File: src/rtl/s5rp_pkg.sv
// Package of shared types and constants for the SOCKS5 request parser.
`timescale 1ns / 1ps

package s5rp_pkg;

  typedef enum logic [3:0] {
    PH_VER     = 4'd0,
    PH_CMD     = 4'd1,
    PH_RSV     = 4'd2,
    PH_ATYP    = 4'd3,
    PH_ADDR    = 4'd4,
    PH_DLEN    = 4'd5,
    PH_PORT    = 4'd6,
    PH_DONE    = 4'd7,
    PH_BADVER  = 4'd8,
    PH_BADCMD  = 4'd9,
    PH_BADTYPE = 4'd10,
    PH_ERROR   = 4'd11
  } phase_t;

  typedef enum logic [1:0] {
    KIND_NONE   = 2'd0,
    KIND_IPV4   = 2'd1,
    KIND_DOMAIN = 2'd2,
    KIND_IPV6   = 2'd3
  } kind_t;

  localparam logic [7:0] SOCKS_VERSION = 8'h05;
  localparam logic [7:0] CMD_CONNECT   = 8'h01;
  localparam logic [7:0] ATYP_IPV4     = 8'h01;
  localparam logic [7:0] ATYP_DOMAIN   = 8'h03;
  localparam logic [7:0] ATYP_IPV6     = 8'h04;
  localparam logic [7:0] IPV4_BYTES    = 8'd4;
  localparam logic [7:0] IPV6_BYTES    = 8'd16;
  localparam logic [7:0] PORT_BYTES    = 8'd2;
  localparam logic [7:0] MAX_DLEN_RST  = 8'd255;

  // Payload of one result beat.
  typedef struct packed {
    phase_t      phase;
    kind_t       addr_kind;
    logic        addr_byte_valid;
    logic [7:0]  addr_byte;
    logic [7:0]  addr_byte_index;
    logic [7:0]  domain_len;
    logic [15:0] port;
  } result_t;

endpackage

File: src/rtl/s5rp_in_if.sv
// Byte channel interface carrying one raw request byte per beat.
`timescale 1ns / 1ps

interface s5rp_in_if;
  logic       valid;
  logic       ready;
  logic [7:0] data_byte;
  logic       start_req;

  modport source (output valid, output data_byte, output start_req, input ready);
  modport sink   (input valid, input data_byte, input start_req, output ready);
endinterface

File: src/rtl/s5rp_out_if.sv
// Result channel interface carrying one parser result per beat.
`timescale 1ns / 1ps

interface s5rp_out_if;
  logic        valid;
  logic        ready;
  logic [3:0]  phase;
  logic [1:0]  addr_kind;
  logic        addr_byte_valid;
  logic [7:0]  addr_byte;
  logic [7:0]  addr_byte_index;
  logic [7:0]  domain_len;
  logic [15:0] port;

  modport source (output valid, output phase, output addr_kind, output addr_byte_valid,
                  output addr_byte, output addr_byte_index, output domain_len,
                  output port, input ready);
  modport sink   (input valid, input phase, input addr_kind, input addr_byte_valid,
                  input addr_byte, input addr_byte_index, input domain_len,
                  input port, output ready);
endinterface

File: src/rtl/socks5_request_parser.sv
// Top level of the SOCKS5 request parser: byte-wise request decoding.
`timescale 1ns / 1ps

// The parser walks a SOCKS5 CONNECT request one byte per beat and returns
// exactly one result beat for every input beat. A byte first lands in an
// input register; when the result register is free or being emptied, a
// short block of logic updates the parse state and loads the result
// register. Both stages hand off in the same cycle, so one byte per clock
// is sustained while the output is not stalled. The input register also
// acts as a skid stage: one more byte is taken while a finished result
// waits on a stalled output. Done and error phases hold until a beat with
// start_req set, which restarts the parse with that byte as the version
// byte. The max_dlen_r register (reset 255) bounds the accepted domain
// length; a length of zero or above it ends in the error phase. Write
// cfg_wdata only while no beat is in flight.
module socks5_request_parser
  import s5rp_pkg::*;
(
  input  logic       clk,
  input  logic       rst_n,
  input  logic       cfg_we,
  input  logic [7:0] cfg_wdata,
  s5rp_in_if.sink    in_ch,
  s5rp_out_if.source out_ch
);

  // Configuration register.
  logic [7:0] max_dlen_r;

  // Input stage.
  logic       in_valid_r;
  logic [7:0] in_byte_r;
  logic       in_start_r;

  // Parse state.
  phase_t      phase_r, phase_nxt;
  kind_t       kind_r, kind_nxt;
  logic [7:0]  rd_cnt_r, rd_cnt_nxt;
  logic [7:0]  exp_cnt_r, exp_cnt_nxt;
  logic [15:0] port_r, port_nxt;
  logic [7:0]  dlen_r, dlen_nxt;

  // Result stage.
  logic    out_valid_r;
  result_t res_r, res_nxt;

  logic advance;
  logic in_fire;

  // Working copies after an optional restart.
  phase_t      cur_phase;
  kind_t       cur_kind;
  logic [7:0]  cur_rd;
  logic [7:0]  cur_exp;
  logic [15:0] cur_port;
  logic [7:0]  cur_dlen;
  logic [7:0]  rd_inc;
  logic        cap;
  logic [7:0]  cap_idx;

  // The input register drains whenever the result register is free or
  // being emptied this cycle.
  assign advance      = in_valid_r && (!out_valid_r || out_ch.ready);
  assign in_ch.ready  = !in_valid_r || advance;
  assign in_fire      = in_ch.valid && in_ch.ready;

  always_ff @(posedge clk) begin
    if (!rst_n) begin
      max_dlen_r <= MAX_DLEN_RST;
    end else if (cfg_we) begin
      max_dlen_r <= cfg_wdata;
    end
  end

  always_ff @(posedge clk) begin
    if (!rst_n) begin
      in_valid_r <= 1'b0;
    end else if (in_ch.ready) begin
      in_valid_r <= in_ch.valid;
    end
  end

  always_ff @(posedge clk) begin
    if (in_fire) begin
      in_byte_r  <= in_ch.data_byte;
      in_start_r <= in_ch.start_req;
    end
  end

  // Next parse state for the byte held in the input register.
  always_comb begin
    cur_phase = in_start_r ? PH_VER : phase_r;
    cur_kind  = in_start_r ? KIND_NONE : kind_r;
    cur_rd    = in_start_r ? 8'd0 : rd_cnt_r;
    cur_exp   = in_start_r ? 8'd0 : exp_cnt_r;
    cur_port  = in_start_r ? 16'd0 : port_r;
    cur_dlen  = in_start_r ? 8'd0 : dlen_r;

    rd_inc      = cur_rd + 8'd1;
    phase_nxt   = cur_phase;
    kind_nxt    = cur_kind;
    rd_cnt_nxt  = cur_rd;
    exp_cnt_nxt = cur_exp;
    port_nxt    = cur_port;
    dlen_nxt    = cur_dlen;
    cap         = 1'b0;
    cap_idx     = 8'd0;

    unique case (cur_phase)
      PH_VER: begin
        phase_nxt = (in_byte_r == SOCKS_VERSION) ? PH_CMD : PH_BADVER;
      end
      PH_CMD: begin
        phase_nxt = (in_byte_r == CMD_CONNECT) ? PH_RSV : PH_BADCMD;
      end
      PH_RSV: begin
        // The reserved byte is skipped without a check.
        phase_nxt = PH_ATYP;
      end
      PH_ATYP: begin
        dlen_nxt   = 8'd0;
        rd_cnt_nxt = 8'd0;
        priority if (in_byte_r == ATYP_IPV4) begin
          kind_nxt    = KIND_IPV4;
          exp_cnt_nxt = IPV4_BYTES;
          phase_nxt   = PH_ADDR;
        end else if (in_byte_r == ATYP_IPV6) begin
          kind_nxt    = KIND_IPV6;
          exp_cnt_nxt = IPV6_BYTES;
          phase_nxt   = PH_ADDR;
        end else if (in_byte_r == ATYP_DOMAIN) begin
          kind_nxt  = KIND_DOMAIN;
          phase_nxt = PH_DLEN;
        end else begin
          kind_nxt  = KIND_NONE;
          phase_nxt = PH_BADTYPE;
        end
      end
      PH_DLEN: begin
        if (in_byte_r == 8'd0 || in_byte_r > max_dlen_r) begin
          phase_nxt = PH_ERROR;
        end else begin
          dlen_nxt    = in_byte_r;
          exp_cnt_nxt = in_byte_r;
          rd_cnt_nxt  = 8'd0;
          phase_nxt   = PH_ADDR;
        end
      end
      PH_ADDR: begin
        cap        = 1'b1;
        cap_idx    = cur_rd;
        rd_cnt_nxt = rd_inc;
        // The last address byte hands over to the two port bytes.
        if (rd_inc >= cur_exp) begin
          rd_cnt_nxt  = 8'd0;
          exp_cnt_nxt = PORT_BYTES;
          port_nxt    = 16'd0;
          phase_nxt   = PH_PORT;
        end
      end
      PH_PORT: begin
        port_nxt   = {cur_port[7:0], in_byte_r};
        rd_cnt_nxt = rd_inc;
        if (rd_inc >= cur_exp) begin
          phase_nxt = PH_DONE;
        end
      end
      PH_DONE, PH_BADVER, PH_BADCMD, PH_BADTYPE, PH_ERROR: begin
        // End phases hold until a restart.
      end
      default: begin
        phase_nxt = PH_ERROR;
      end
    endcase

    res_nxt.phase           = phase_nxt;
    res_nxt.addr_kind       = kind_nxt;
    res_nxt.addr_byte_valid = cap;
    res_nxt.addr_byte       = cap ? in_byte_r : 8'd0;
    res_nxt.addr_byte_index = cap_idx;
    res_nxt.domain_len      = (kind_nxt == KIND_DOMAIN) ? dlen_nxt : 8'd0;
    res_nxt.port            = (phase_nxt == PH_DONE) ? port_nxt : 16'd0;
  end

  always_ff @(posedge clk) begin
    if (!rst_n) begin
      phase_r   <= PH_VER;
      kind_r    <= KIND_NONE;
      rd_cnt_r  <= 8'd0;
      exp_cnt_r <= 8'd0;
      port_r    <= 16'd0;
      dlen_r    <= 8'd0;
    end else if (advance) begin
      phase_r   <= phase_nxt;
      kind_r    <= kind_nxt;
      rd_cnt_r  <= rd_cnt_nxt;
      exp_cnt_r <= exp_cnt_nxt;
      port_r    <= port_nxt;
      dlen_r    <= dlen_nxt;
    end
  end

  always_ff @(posedge clk) begin
    if (!rst_n) begin
      out_valid_r <= 1'b0;
    end else if (advance) begin
      out_valid_r <= 1'b1;
    end else if (out_ch.ready) begin
      out_valid_r <= 1'b0;
    end
  end

  always_ff @(posedge clk) begin
    if (advance) begin
      res_r <= res_nxt;
    end
  end

  assign out_ch.valid           = out_valid_r;
  assign out_ch.phase           = res_r.phase;
  assign out_ch.addr_kind       = res_r.addr_kind;
  assign out_ch.addr_byte_valid = res_r.addr_byte_valid;
  assign out_ch.addr_byte       = res_r.addr_byte;
  assign out_ch.addr_byte_index = res_r.addr_byte_index;
  assign out_ch.domain_len      = res_r.domain_len;
  assign out_ch.port            = res_r.port;

endmodule
File: src/flat_wrapper.sv
// flat-port wrapper written by rule: the top's interface ports become plain ports
module socks5_request_parser_flat import s5rp_pkg::*;
  (clk, rst_n, cfg_we, cfg_wdata, in_ch_valid, in_ch_data_byte, in_ch_start_req, in_ch_ready, out_ch_valid, out_ch_phase, out_ch_addr_kind, out_ch_addr_byte_valid, out_ch_addr_byte, out_ch_addr_byte_index, out_ch_domain_len, out_ch_port, out_ch_ready);
  s5rp_in_if in_ch_i ();
  s5rp_out_if out_ch_i ();
  input  logic clk;
  input  logic rst_n;
  input  logic cfg_we;
  input  logic [7:0] cfg_wdata;
  input wire logic [$bits(in_ch_i.valid)-1:0] in_ch_valid;
  input wire logic [$bits(in_ch_i.data_byte)-1:0] in_ch_data_byte;
  input wire logic [$bits(in_ch_i.start_req)-1:0] in_ch_start_req;
  output wire logic [$bits(in_ch_i.ready)-1:0] in_ch_ready;
  output wire logic [$bits(out_ch_i.valid)-1:0] out_ch_valid;
  output wire logic [$bits(out_ch_i.phase)-1:0] out_ch_phase;
  output wire logic [$bits(out_ch_i.addr_kind)-1:0] out_ch_addr_kind;
  output wire logic [$bits(out_ch_i.addr_byte_valid)-1:0] out_ch_addr_byte_valid;
  output wire logic [$bits(out_ch_i.addr_byte)-1:0] out_ch_addr_byte;
  output wire logic [$bits(out_ch_i.addr_byte_index)-1:0] out_ch_addr_byte_index;
  output wire logic [$bits(out_ch_i.domain_len)-1:0] out_ch_domain_len;
  output wire logic [$bits(out_ch_i.port)-1:0] out_ch_port;
  input wire logic [$bits(out_ch_i.ready)-1:0] out_ch_ready;
  assign in_ch_i.valid = in_ch_valid;
  assign in_ch_i.data_byte = in_ch_data_byte;
  assign in_ch_i.start_req = in_ch_start_req;
  assign in_ch_ready = in_ch_i.ready;
  assign out_ch_valid = out_ch_i.valid;
  assign out_ch_phase = out_ch_i.phase;
  assign out_ch_addr_kind = out_ch_i.addr_kind;
  assign out_ch_addr_byte_valid = out_ch_i.addr_byte_valid;
  assign out_ch_addr_byte = out_ch_i.addr_byte;
  assign out_ch_addr_byte_index = out_ch_i.addr_byte_index;
  assign out_ch_domain_len = out_ch_i.domain_len;
  assign out_ch_port = out_ch_i.port;
  assign out_ch_i.ready = out_ch_ready;
  socks5_request_parser u_core (.clk(clk), .rst_n(rst_n), .cfg_we(cfg_we), .cfg_wdata(cfg_wdata), .in_ch(in_ch_i), .out_ch(out_ch_i));
endmodule
File: config.mk
export PLATFORM = sky130hd
export DESIGN_NAME = socks5_request_parser_flat
export DESIGN_NICKNAME = d
export VERILOG_FILES = /design/src/rtl/s5rp_pkg.sv /design/src/rtl/s5rp_in_if.sv /design/src/rtl/s5rp_out_if.sv /design/src/rtl/socks5_request_parser.sv /design/src/flat_wrapper.sv
export SDC_FILE = /design/constraint.sdc
export NUM_CORES = 1
export LEC_CHECK = 0
export BUFFER_PORTS_ARGS = -buffer_cell sky130_fd_sc_hd__buf_2
export CELL_PAD_IN_SITES_DETAIL_PLACEMENT = 0
export CELL_PAD_IN_SITES_GLOBAL_PLACEMENT = 1
export CORE_MARGIN = 2
export CORE_UTILIZATION = 25
export DETAILED_ROUTE_END_ITERATION = 8
export PLACE_DENSITY_LB_ADDON = 0.1
export RECOVER_POWER = 50
export SLEW_MARGIN = 15
export SYNTH_ARGS = -nofsm -noshare
export SYNTH_HDL_FRONTEND = slang
export SYNTH_SLANG_ARGS = --single-unit
File: constraint.sdc
create_clock -name clk -period 4.45 [get_ports clk]
set_input_delay 0.6675 -clock clk [delete_from_list [all_inputs] [get_ports clk]]
set_output_delay 0.6675 -clock clk [all_outputs]
set_load 0.02 [all_outputs]
Word-level counts from Yosys, hierarchy flattened
Index checks and enable logic that the tools add are counted.
Word-level totals
  word-level logic and storage cells: 83
  input port bits: 22
  output and inout port bits: 49
  register bits: 112
Operators by class
  multiplexer cells: 34
  eq/ne operators: 17
  add/subtract/negate cells: 1
  order comparisons: 2
  reductions and logical operators: 11
Operators with widths (number)
  $mux 8: 10
  $mux 4: 9
  $mux 16: 2
  $pmux 16 s2: 1
  $pmux 4 s8: 1
  $pmux 8 s4: 1
  $pmux 8 s3: 1
  $eq 4x3->1 const B: 5
  $eq 4x4->1 const B: 4
  $eq 8x3->1 const B: 2
  $pmux 8 s2: 1
  $mux 2: 5
  $add 8x1->8 const B: 1
  $eq 4x2->1 const B: 2
  $eq 8x1->1 const B: 1
  $eq 8x2->1 const B: 1
  $ge 8x8->1: 1
  $gt 8x8->1: 1
  $logic_not 8->1: 1
  $reduce_or 5->1: 1
  $eq 4x1->1 const B: 1
  $logic_not 4->1: 1
  $logic_or 1x1->1: 3
  $mux 1: 3
  other kinds (4): 6

Longest topological paths before layout
Gate-level depths: netlist of the first run.
  depth after elaboration: 6
  depth in mapped cells: 19
  depth with buffers taken out: 15

Least setup slack after synthesis of the first run
Ideal clock, no wire load.
  kind: input port to flip-flop
  from: input port out_ch_ready
  to: register u_core.phase_r[3]
  buffers on the path: 3
  setup time: 0.235 ns
  path slack: 1.134 ns
  data arrival time: 3.081 ns
  stages on the path: 7
  required time: 4.215 ns
  cell sequence: nor2b_1 > nand2b_1 > clkbuf_1 > inv_2 > clkbuf_1 > clkbuf_1 > a41oi_1
Between the ends
  word-level cells in the longest chain between the ends: 2
Ends and longest elaborated chain
  start: declaration: RTL line flat_wrapper.sv:22  | input wire logic [$bits(out_ch_i.ready)-1:0] out_ch_ready;
  $logic_or 1x1->1: RTL line socks5_request_parser.sv:63  | assign advance = in_valid_r && (!out_valid_r || out_ch.ready);
  $logic_and 1x1->1: RTL line socks5_request_parser.sv:63
  via u_core.advance: RTL line socks5_request_parser.sv:47  | logic advance;
  end signal: assignment: RTL line socks5_request_parser.sv:194  | phase_r <= phase_nxt;
  end: declaration: RTL line socks5_request_parser.sv:36  | phase_t phase_r, phase_nxt;
The timed path passes the listed nets, and every way through them passes these cells.
A chain may end at the register's enable or synchronous reset.

Final worst setup path of the first run
  from: register u_core.in_start_r
  to: register u_core.res_r (netlist bit u_core.out_ch.port[15]) (data pin)
Between the ends
  word-level cells in the longest chain between the ends: 6
  elaborated cells on any way between the ends: 25
  those cells by class: 1 x add/sub; 1 x order compare; 12 x eq/ne; 9 x mux; 2 x reduce/logical
Ends and longest elaborated chain
  start: declaration: RTL line socks5_request_parser.sv:33  | logic in_start_r;
  start signal: assignment: RTL line socks5_request_parser.sv:86  | in_start_r <= in_ch.start_req;
  $mux 8 (*): RTL line socks5_request_parser.sv:94  | cur_rd = in_start_r ? 8'd0 : rd_cnt_r;
  via u_core.cur_rd[0]: RTL line socks5_request_parser.sv:53  | logic [7:0] cur_rd;
  $add 8x1->8 (*): RTL line socks5_request_parser.sv:99  | rd_inc = cur_rd + 8'd1;
  $ge 8x8->1 (*): RTL line socks5_request_parser.sv:154, socks5_request_parser.sv:164
  $mux 4, on equally long branches: RTL line socks5_request_parser.sv:164, socks5_request_parser.sv:154
  $pmux 4 s8 (*): RTL line socks5_request_parser.sv:109  | unique case (cur_phase)
  via u_core.phase_nxt[0]: RTL line socks5_request_parser.sv:36
  $eq 4x3->1 (*): RTL line socks5_request_parser.sv:182  | res_nxt.port = (phase_nxt == PH_DONE) ? port_nxt : 16'd0;
  end signal: assignment: RTL line socks5_request_parser.sv:215  | res_r <= res_nxt;
  end: declaration: RTL line socks5_request_parser.sv:45  | result_t res_r, res_nxt;
The timed path passes the listed nets; every way through them passes the cells marked *.

==> flow_metrics.py, run 1 <==
metrics = {
    "sta": {
        "slew_headroom_pct": -25.1,
        "setup_slack_ns": 0.837,
        "tightest_slew_ns": 1.88,
        "fin_tns_setup_ns": 0,
        "setup_viol": 0,
        "rsz0062_at_grt": "no",
        "fmax_mhz": 277,
        "fin_crit_ns": 3.61,
        "fin_skew_ns": 0.0113,
        "slew_viol_final": 42,
        "hold_violations": 0,
        "fin_crit_sh_pct": 81.2,
    },
    "critical_path": {
        "worst_ep_required_time_ns": 4.66,
        "cp_max_fo": 16,
        "cp-end-kind": "flip-flop",
        "cp_data_arrival_time_ns": 3.82,
        "critPathLaunchType": "flip-flop",
        "r2r_slack_ns": 0.84,
        "crit_type": "reg2reg",
    },
    "clock_tree": {
        "clk_pin_slew_worst_paths_ns": 0.08,
        "cts_hold_buffers": 0,
        "cts_tree": "yes",
        "cts_root_buf": "clkbuf_16",
        "clock-sinks": 112,
        "h-tree-depth": 3,
        "cts_buffers": 9,
        "post_cts_resized": 0,
        "max-clock-path-buffers": 2,
        "clock_latency_ns": 0.36,
        "cts_setup_buffers": 0,
    },
    "floorplan": {
        "core_area_um2": 21000,
        "num_rows": 53,
        "num_io_pins": 71,
        "die_x_um": 150,
        "die-area_um2": 22600,
        "initial_core_util_pct": 25.5,
        "die_y_um": 150,
    },
    "route": {
        "wl_per_cell_um": 18.1,
        "drtAntennaViolNets": 0,
        "routed_wl_mm": 15.7,
        "vias": 4187,
        "dr.pass1.iters": 4,
        "drc": 0,
        "first_iter_violations": 319,
        "viasPerCell": 4.84,
    },
    "run_status": {
        "outcome": "finished with violations",
        "violations": "max-capacitance violations, max-slew violations",
    },
    "yosys": {
        "synth_cells": 523,
        "syn-num-nets": 561,
        "yosys_register_bits": 112,
        "syn_area_per_cell_um2": 10.2,
        "yosysTopAreaCellShare_pct": 31.4,
        "synth_edf_count": 56,
        "async_reset_ff_share_pct": 0,
        "synth_area_leaders": "edfxtp_1 31%, dfxtp_1 21%, a22oi_1 4.1%, nor2_1 3.9%, ha_1 3.7%",
        "synth-seq-area-share_pct": 52.3,
        "yosysWarnings": 0,
        "yosysTopAreaCell": "edfxtp_1",
        "ys.flop_type": "edfxtp_1",
        "synthDistinctLibCells": 64,
        "synth_common_cells": "56 x dfxtp_1, 56 x edfxtp_1, 55 x nor2_1",
        "netlist_area_um2": 5360,
    },
    "power": {
        "power.density_nw_per_um2": 350,
        "power_mw": 2.18,
        "total_leakage_power_nw": 2.18,
        "worst_ir_drop_vdd_mv": 0.168,
    },
    "placed_design": {
        "dp_slack_ns": 0.739,
        "place.port_buffers": 70,
        "gp_congestion": 0.792,
        "dp_hpwl_mm": 10.9,
    },
    "final_layout": {
        "final_layout_size_suffix_gt1_share_pct": 10.2,
        "area_growth_pct": 16.1,
        "n_antenna_cell": 0,
        "num-nets-final": 623,
    },
    "grt": {
        "grt_overflow": 0,
        "grt_pass1_wl_mm": 24.2,
        "grt.total_usage_pct": 14.2,
        "antenna_found_initial": 1,
        "grt_max_degree": 42,
        "grt_pass1_vias": 4110,
    },
    "flow_run": {
        "drv_cap": 1,
    },
    "hold_path": {
        "hold_class": "in2reg",
    },
}
## cells by family after synthesis
logic type | share of synthesized area, %
buf+inv | 4.37
mux | 0.771
flops | 52.3
compound gates | 20.9
xor+xnor | 1.14
fa+ha+maj | 3.74
simple gates | 16.8
## worst max-delay path: stages (launching register included)
cell,delay (ns)
edfxtp_1,0.39
buf_4,0.21
nor2b_1,0.38
ha_1,0.36
xnor2_1,0.12
ha_1,0.28
o21ai_0,0.06
o21ai_0,0.18
o2111ai_1,0.23
a21o_1,0.30
o211ai_1,0.36
nand3_2,0.36
nor2_1,0.21
## sequential cells by signal, indices dropped and copies added, names as in the netlist
signal / count
u_core.out_ch.addr_byte_valid: 1
u_core.out_ch.phase: 4
u_core.out_ch.addr_byte: 8
u_core.in_valid_r: 1
u_core.in_start_r: 1
u_core.exp_cnt_r: 8
u_core.max_dlen_r: 8
u_core.kind_r: 2
u_core.port_r: 16
u_core.dlen_r: 8
u_core.rd_cnt_r: 8
u_core.out_ch.valid: 1
u_core.out_ch.addr_kind: 2
u_core.out_ch.domain_len: 8
u_core.out_ch.addr_byte_index: 8
u_core.out_ch.port: 16
u_core.phase_r: 4
u_core.in_byte_r: 8
## metrics by stage
stage                     instance area (um^2)  util [%]  hold slack (ns)  cells
after floorplan                           5360         -            0.442    523
after global placement                    6010      28.6            0.454    849
after detailed placement                  6010      28.6            0.464    849
after CTS                                 6310      30.0            0.464    865
after global routing                      6220      29.6            0.465    865
final                                     6220      29.6            0.478    865
## report_power, final
part	total (mW)	internal (mW)	switching [mW]
Clock	0.825	0.399	0.427
Sequential	1.14	1.12	0.0294
Combinational	0.205	0.0624	0.142
## final timing paths
kind	from	end	cells after the start
max	u_core.in_start_r	u_core.out_ch.port[15]	12
min	in_ch_start_req	u_core.in_start_r	1
max reg2reg	u_core.in_start_r	u_core.out_ch.port[15]	12
min reg2reg	u_core.exp_cnt_r[0]	u_core.exp_cnt_r[0]	2
## final cells by class
cell class | count | area, um^2
Clock buffer | 9 | 225
Clock inverter | 7 | 75.1
Sequential cell | 112 | 2800
Timing Repair Buffer | 85 | 382
Multi-Input combinational cell | 356 | 2310
Fill cell | 2232 | 14800
Tap cell | 275 | 344
Inverter | 21 | 78.8
## placed cells by master, fill, tap and decap left out, types with 7 or more instances in the layout
master     instances
nor2b_1           17
ha_1              16
clkbuf_16          9
buf_2             19
a21oi_1           21
nor2_1            55
and3_1            17
dfxtp_1           56
edfxtp_1          56
a22oi_1           29
clkbuf_1          55
o211ai_1          13
inv_1             20
o21ai_0           16
buf_4             10
nor3b_1            7
nand3_1            9
nand2_1           45
a22o_1            21
## routing by layer
layer	share of wire [%]	GRT usage [%]	vias up	wire, um
li1	-	-	2063	-
met4	1.8	5.24	0	290
met5	0	0	-	0
met3	5.0	2.06	15	788
met2	45	22.4	108	7130
met1	48	19.8	2001	7480
Note: power is estimated with default switching activity, not from simulation.
==> run 2: changes to the inputs <==
- ABC_AREA: not set -> 1
- clock period: 4.45 -> 3 ns (I/O delays scaled with it)
==> run 2 against run 1 <==
The flow now finishes without violations. Non-clock buffer count grew 14. Clock skew grew 0.0014 ns. Combinational power grew 130%. Global-route usage shrank 0.35 points. Largest power group unchanged. Highest routed layer unchanged.
==> flow_metrics.py, run 2 <==
metrics = {
    "clock_tree": {
        "max-clock-path-buffers": 2,
        "clk_pin_slew_worst_paths_ns": 0.09,
        "cts_buffers": 9,
        "clock_latency_ns": 0.36,
        "cts_root_buf": "clkbuf_16",
        "h-tree-depth": 3,
        "clock-sinks": 112,
        "cts_tree": "yes",
    },
    "sta": {
        "fin_skew_ns": 0.0127,
        "slew_headroom_pct": 25.0,
        "setup_viol": 0,
        "slew_viol_final": 0,
        "rsz0062_at_grt": "yes",
        "hold_violations": 0,
        "fin_crit_sh_pct": 96.5,
        "fin_crit_ns": 2.90,
        "fmax_mhz": 345,
        "setup_slack_ns": 0.105,
        "tightest_slew_ns": 1.12,
    },
    "placed_design": {
        "dp_slack_ns": -0.0123,
        "place.port_buffers": 70,
        "gp_congestion": 0.795,
        "dpl_cell_area_um2": 6860,
        "dp_hpwl_mm": 12.5,
    },
    "yosys": {
        "yosysTopAreaCellShare_pct": 27.7,
        "synth_edf_count": 56,
        "syn-num-nets": 817,
        "synth-seq-area-share_pct": 46.2,
        "synth_area_leaders": "edfxtp_1 28%, dfxtp_1 18%, inv_1 8.4%, nand2_1 8.4%, a21oi_1 6.8%",
        "synth_top_family_by_area": "simple AND/OR/NAND/NOR gates",
        "yosysWarnings": 0,
        "yosysTopAreaCell": "edfxtp_1",
        "synth-xor-area-share_pct": 0.433,
        "async_reset_ff_share_pct": 0,
        "synth_cells": 779,
        "ys.flop_type": "edfxtp_1",
        "synth_mux_area_share_pct": 0,
        "yosys_register_bits": 112,
        "synth_simple_gate_area_share_pct": 24.9,
        "netlist_area_um2": 6060,
        "syn_area_per_cell_um2": 7.79,
        "post_synth_fa_ha_maj_area_fraction_pct": 3.30,
        "synth_compound_area_share_pct": 13.5,
        "synth_common_cells": "136 x inv_1, 136 x nand2_1, 94 x nor2_1",
        "synthDistinctLibCells": 47,
    },
    "final_layout": {
        "n_antenna_cell": 0,
        "final_common_cell": "nand2_1",
        "final_layout_size_suffix_gt1_share_pct": 14.4,
        "fillCellCount": 2597,
        "final_cell_mix": "135 x nand2_1, 133 x inv_1, 93 x nor2_1",
        "area_growth_pct": 19.8,
        "num-nets-final": 899,
        "final_area_um2": 7270,
    },
    "power": {
        "seqPwrFrac_pct": 49.0,
        "power.switching_mw": 0.985,
        "p_comb_share_pct": 13.7,
        "worst_ir_drop_vdd_mv": 0.211,
        "swShare_pct": 28.1,
        "p_int_mw": 2.52,
        "total_leakage_power_nw": 3.24,
        "power.density_nw_per_um2": 482,
        "p_clk_share_pct": 37.3,
    },
    "run_status": {
        "outcome": "complete, no violations",
    },
    "critical_path": {
        "crit_type": "reg2reg",
        "cp-end-kind": "flip-flop",
        "worst_r2r_path_depth": 17,
        "cp_max_fo": 4,
        "cp_data_arrival_time_ns": 3.02,
        "worst_ep_required_time_ns": 3.12,
        "critPathLaunchType": "flip-flop",
        "r2r_slack_ns": 0.10,
        "worstReg2RegStart": "u_core.in_start_r",
        "r2r_end": "u_core.out_ch.port[10]",
    },
    "route": {
        "routed_wl_mm": 17.7,
        "first_iter_violations": 230,
        "drtAntennaViolNets": 0,
        "top_layer": "met4",
        "dr.pass1.iters": 4,
        "drc": 0,
        "vias": 5141,
        "viasPerCell": 4.34,
        "wl_per_cell_um": 14.9,
        "wl_met3_um": 747,
        "met2_length_mm": 7.58,
        "m1WireLength_mm": 9.13,
    },
    "grt": {
        "grt_pass1_wl_mm": 27.9,
        "grt_pass1_vias": 5013,
        "grt_overflow": 0,
        "grt_max_degree": 49,
        "antenna_found_initial": 0,
        "grt.total_usage_pct": 13.9,
    },
    "floorplan": {
        "die-area_um2": 25500,
        "die_x_um": 160,
        "die_y_um": 160,
        "initial_core_util_pct": 25.7,
        "num_io_pins": 71,
        "num_rows": 56,
        "core_area_um2": 23600,
    },
    "hold_path": {
        "whs_path_depth": 1,
        "hold_start": "in_ch_data_byte[5]",
        "hold_end": "u_core.in_byte_r[5]",
        "hold_class": "in2reg",
    },
    "flow_run": {
        "drv_cap": 0,
    },
}
==> run 2: changes by cell type in the layout (fill, tap and decap cells not counted), moves of 19 or more <==
cell      previous run  this run
a21oi_1             21        83
a22o_1              21         0
nor2_1              55        93
inv_1               20       133
o21ai_0             16        41
nand3b_1             0        19
nand2_1             45       135
a22oi_1             29         0
==> run 2: worst max path at each step <==
stage | startpoint | to | slack [ns] | cells past startpoint
2_1_floorplan | u_core.in_start_r | u_core.out_ch.port[5] | 0.02 | 21
5_1_grt | u_core.in_start_r | u_core.out_ch.port[14] | -0.04 | 17
3_3_place_gp | u_core.in_start_r | u_core.out_ch.port[15] | 0.03 | 17
3_5_place_dp | u_core.in_start_r | u_core.out_ch.port[15] | -0.01 | 17
4_1_cts | u_core.in_start_r | u_core.out_ch.port[5] | 0.02 | 18
6_report | u_core.in_start_r | u_core.out_ch.port[10] | 0.10 | 17
==> run 2: metal layers <==
metal / vias to the layer above / track usage [%]
li1: 2667 / -
met1: 2346 / 20.1
met2: 113 / 21.3
met3: 15 / 2.05
met4: 0 / 4.09
met5: - / 0
==> run 2: kinds of logic (layout without fill, tap and decap cells) <==
kind of cell | count (synthesis) | after routing
flops | 112 | 112
buf+inv | 176 | 263
simple gates | 321 | 321
compound gates | 151 | 151
fa+ha+maj | 16 | 16
xor+xnor | 3 | 3
==> run 2: cell type report <==
type	count	area [um^2]	share of cell area [%]
Inverter	148	562	7.73
Tap cell	319	399	5.49
Timing Repair Buffer	99	556	7.65
Multi-Input combinational cell	491	2630	36.1
Clock inverter	5	46.3	0.637
Sequential cell	112	2800	38.6
Clock buffer	11	275	3.79
==> run 2: through the flow <==
stage          total power, mW  instances  util (%)  TNS [ns]  hold slack [ns]
6_report                  3.50       1185      30.8         0            0.269
3_3_place_gp              2.22       1162      29.1         0            0.455
4_1_cts                   3.55       1180      30.6         0            0.256
3_5_place_dp              2.23       1162      29.1   -0.0123            0.457
2_1_floorplan             2.07        779         -         0            0.439
5_1_grt                   3.67       1185      30.8    -0.345            0.257
==> run 2: critical path, cell delays in order (launching register included) <==
cell and delay (ns):
edfxtp_1 0.50, clkinv_4 0.11, nand2_4 0.07, nor3_4 0.21, nand3_4 0.13, nor3_4 0.15, xor2_1 0.23, inv_1 0.08
ha_1 0.30, o21ai_2 0.06, inv_2 0.06, nand2_4 0.09, nand2_4 0.08, a21oi_4 0.14, nand2_2 0.09, nand3_4 0.16
clkbuf_16 0.18, nor2_2 0.03
==> run 2: power groups by stage <==
| stage | Clock (mW) | Sequential (mW) | Combinational, mW |
|---|---|---|---|
| final | 1.31 | 1.72 | 0.479 |
| after floorplan | 0 | 1.77 | 0.296 |
| after detailed placement | 0 | 1.75 | 0.476 |
| after global placement | 0 | 1.75 | 0.471 |
| after CTS | 1.36 | 1.72 | 0.479 |
| after global routing | 1.40 | 1.73 | 0.542 |
==> run 2: what timing repair did <==
item,4_1_cts,5_1_grt
cloned,0,1
resized for setup,0,18
hold buffers,0,0
buffers inserted,2,4
pin swaps,1,2
endpoints found under the setup margin,4,43
==> run 3: changes to the inputs <==
- ABC_AREA: 1 -> not set
- RECOVER_POWER: 50 -> 25
==> run 3 against run 2 <==
The flow now finishes with violations (max-capacitance violations, max-slew violations). Via count down 15%. Setup slack worse by 0.040 ns. Count of clock-buffer cells in the layout down 2. Die area down 11%. Fmax down 1.3%. Clock power down 5%. Design area down 5.3%. Non-clock buffer count up 21. Routed wire length down 13%. Sequential power down 2%. Critical path depth down 2.
==> flow_metrics.py, run 3 (synthesis results as in run 1) <==
metrics = {
    "clock_tree": {
        "cts_tree": "yes",
        "clock_latency_ns": 0.37,
        "clock-sinks": 112,
        "clk_pin_slew_worst_paths_ns": 0.08,
        "h-tree-depth": 3,
        "cts_buffers": 9,
        "max-clock-path-buffers": 2,
        "cts_root_buf": "clkbuf_16",
        "cts_hold_buffers": 0,
    },
    "placed_design": {
        "place.port_buffers": 70,
        "dpl_cell_area_um2": 6250,
        "dp_slack_ns": -0.0557,
        "dp_hpwl_mm": 10.9,
        "gp_congestion": 0.836,
    },
    "floorplan": {
        "die_y_um": 150,
        "num_rows": 53,
        "initial_core_util_pct": 25.5,
        "die-area_um2": 22600,
        "die_x_um": 150,
        "core_area_um2": 21000,
        "num_io_pins": 71,
    },
    "power": {
        "total_leakage_power_nw": 2.50,
        "worst_ir_drop_vdd_mv": 0.265,
        "power_mw": 3.30,
        "power.density_nw_per_um2": 480,
    },
    "run_status": {
        "violations": "max-capacitance violations, max-slew violations",
        "outcome": "finished with violations",
    },
    "critical_path": {
        "worst_r2r_path_depth": 15,
        "path_buf_inv": 4,
        "worstReg2RegStart": "u_core.in_start_r",
        "cp_max_fo": 16,
        "crit_type": "reg2reg",
        "cp_slowest_cell": "edfxtp_1",
        "cp_slowest_stage_delay_ns": 0.46,
        "cp_data_arrival_time_ns": 3.06,
        "critPathLaunchType": "flip-flop",
        "r2r_slack_ns": 0.07,
        "worst_ep_required_time_ns": 3.12,
        "cp-end-kind": "flip-flop",
        "crit_chain": "buf_6, inv_6, nand2_4, inv_2, ha_4, xnor2_2, ha_1, o21ai_1, o21ai_1, o2111ai_4, and3_4, a221o_1, buf_6, a22oi_1, nor2_1",
        "cp_top_family": "compound AO/OA/AOI/OAI gates",
        "r2r_end": "u_core.out_ch.port[15]",
    },
    "sta": {
        "hold_violations": 0,
        "slew_viol_final": 41,
        "setup_viol": 0,
        "fin_crit_ns": 2.93,
        "fin_tns_setup_ns": 0,
        "fin_skew_ns": 0.0149,
        "slew_headroom_pct": -30.0,
        "tightest_slew_ns": 1.95,
        "setup_slack_ns": 0.0651,
        "rsz0062_at_grt": "yes",
        "fmax_mhz": 341,
        "fin_crit_sh_pct": 97.8,
    },
    "grt": {
        "antenna_found_initial": 0,
        "grt_overflow": 0,
        "grt_max_degree": 41,
        "grt.total_usage_pct": 13.9,
        "grt_pass1_wl_mm": 23.9,
        "grt_pass1_vias": 4280,
    },
    "hold_path": {
        "hold_end": "u_core.in_byte_r[5]",
        "whs_path_depth": 1,
        "hold_class": "in2reg",
        "hold_start": "in_ch_data_byte[5]",
    },
    "final_layout": {
        "final_cell_mix": "56 x dfxtp_1, 56 x edfxtp_1, 45 x buf_2",
        "final_area_um2": 6880,
        "num-nets-final": 658,
        "n_antenna_cell": 0,
        "final_layout_size_suffix_gt1_share_pct": 28.0,
        "area_growth_pct": 28.4,
    },
    "route": {
        "routed_wl_mm": 15.4,
        "drtAntennaViolNets": 0,
        "first_iter_violations": 323,
        "viasPerCell": 4.85,
        "drc": 0,
        "vias": 4367,
        "wl_per_cell_um": 17.1,
        "dr.pass1.iters": 5,
    },
    "flow_run": {
        "drv_cap": 1,
    },
}
==> run 3: cell types whose count changed in the layout (fill, tap and decap cells not counted), sizes merged, moves of 29 or more <==
| cell | change |
|---|---|
| a22oi | +29 |
| inv | -125 |
| clkbuf | -30 |
| nor2 | -55 |
| o21ai | -30 |
| a21oi | -63 |
| buf | +49 |
| nand2 | -101 |
==> run 3: timing repair <==
action                                  CTS  global route
resized for setup                        22            51
setup buffers                             9             4
endpoints found under the setup margin   16            44
gates cloned                              1             0
pin swaps                                22            15
==> run 3: final cells by class <==
type,instances,area (um^2)
fill,2171,14100
clock buffer,9,225
sequential,112,2800
inverter,21,83.8
tap,275,344
multi-input combinational,356,2610
timing repair buffer,120,722
clock inverter,7,88.8
==> run 3: worst max path at each step <==
stage,from,to,cells after the start
after CTS,u_core.in_start_r,u_core.out_ch.port[7],15
final,u_core.in_start_r,u_core.out_ch.port[15],15
after detailed placement,u_core.in_start_r,u_core.out_ch.port[7],14
after global routing,u_core.in_start_r,u_core.out_ch.port[15],15
after floorplan,u_core.in_start_r,u_core.port_r[7],17
after global placement,u_core.in_start_r,u_core.out_ch.port[7],14
==> run 3: routing by layer <==
metal  global-route usage, %  wire length, um  vias up
met2                    22.5             7210      107
li1                        -                -     2127
met1                    18.7             7320     2120
met5                       0                0        -
met3                    2.18              668       13
met4                    5.28              241        0
==> run 3: report_power, final <==
part	total, mW	internal (mW)	switching [mW]
Clock	1.25	0.604	0.650
Combinational	0.360	0.125	0.235
Sequential	1.68	1.65	0.0290
==> run 3: worst reg2reg max path, cell delays in order (launching register included) <==
cell       delay, ns
edfxtp_1        0.46
buf_6           0.17
inv_6           0.06
nand2_4         0.05
inv_2           0.07
ha_4            0.15
xnor2_2         0.07
ha_1            0.27
o21ai_1         0.05
o21ai_1         0.21
o2111ai_4       0.18
and3_4          0.21
a221o_1         0.32
buf_6           0.19
a22oi_1         0.16
nor2_1          0.07
==> run 3: stage by stage <==
stage / util, % / cells / hold WS, ns
2_1_floorplan: - / 523 / 0.442
6_report: 32.7 / 900 / 0.261
3_5_place_dp: 29.7 / 876 / 0.464
3_3_place_gp: 29.7 / 876 / 0.456
5_1_grt: 32.7 / 900 / 0.252
4_1_cts: 32.1 / 902 / 0.244
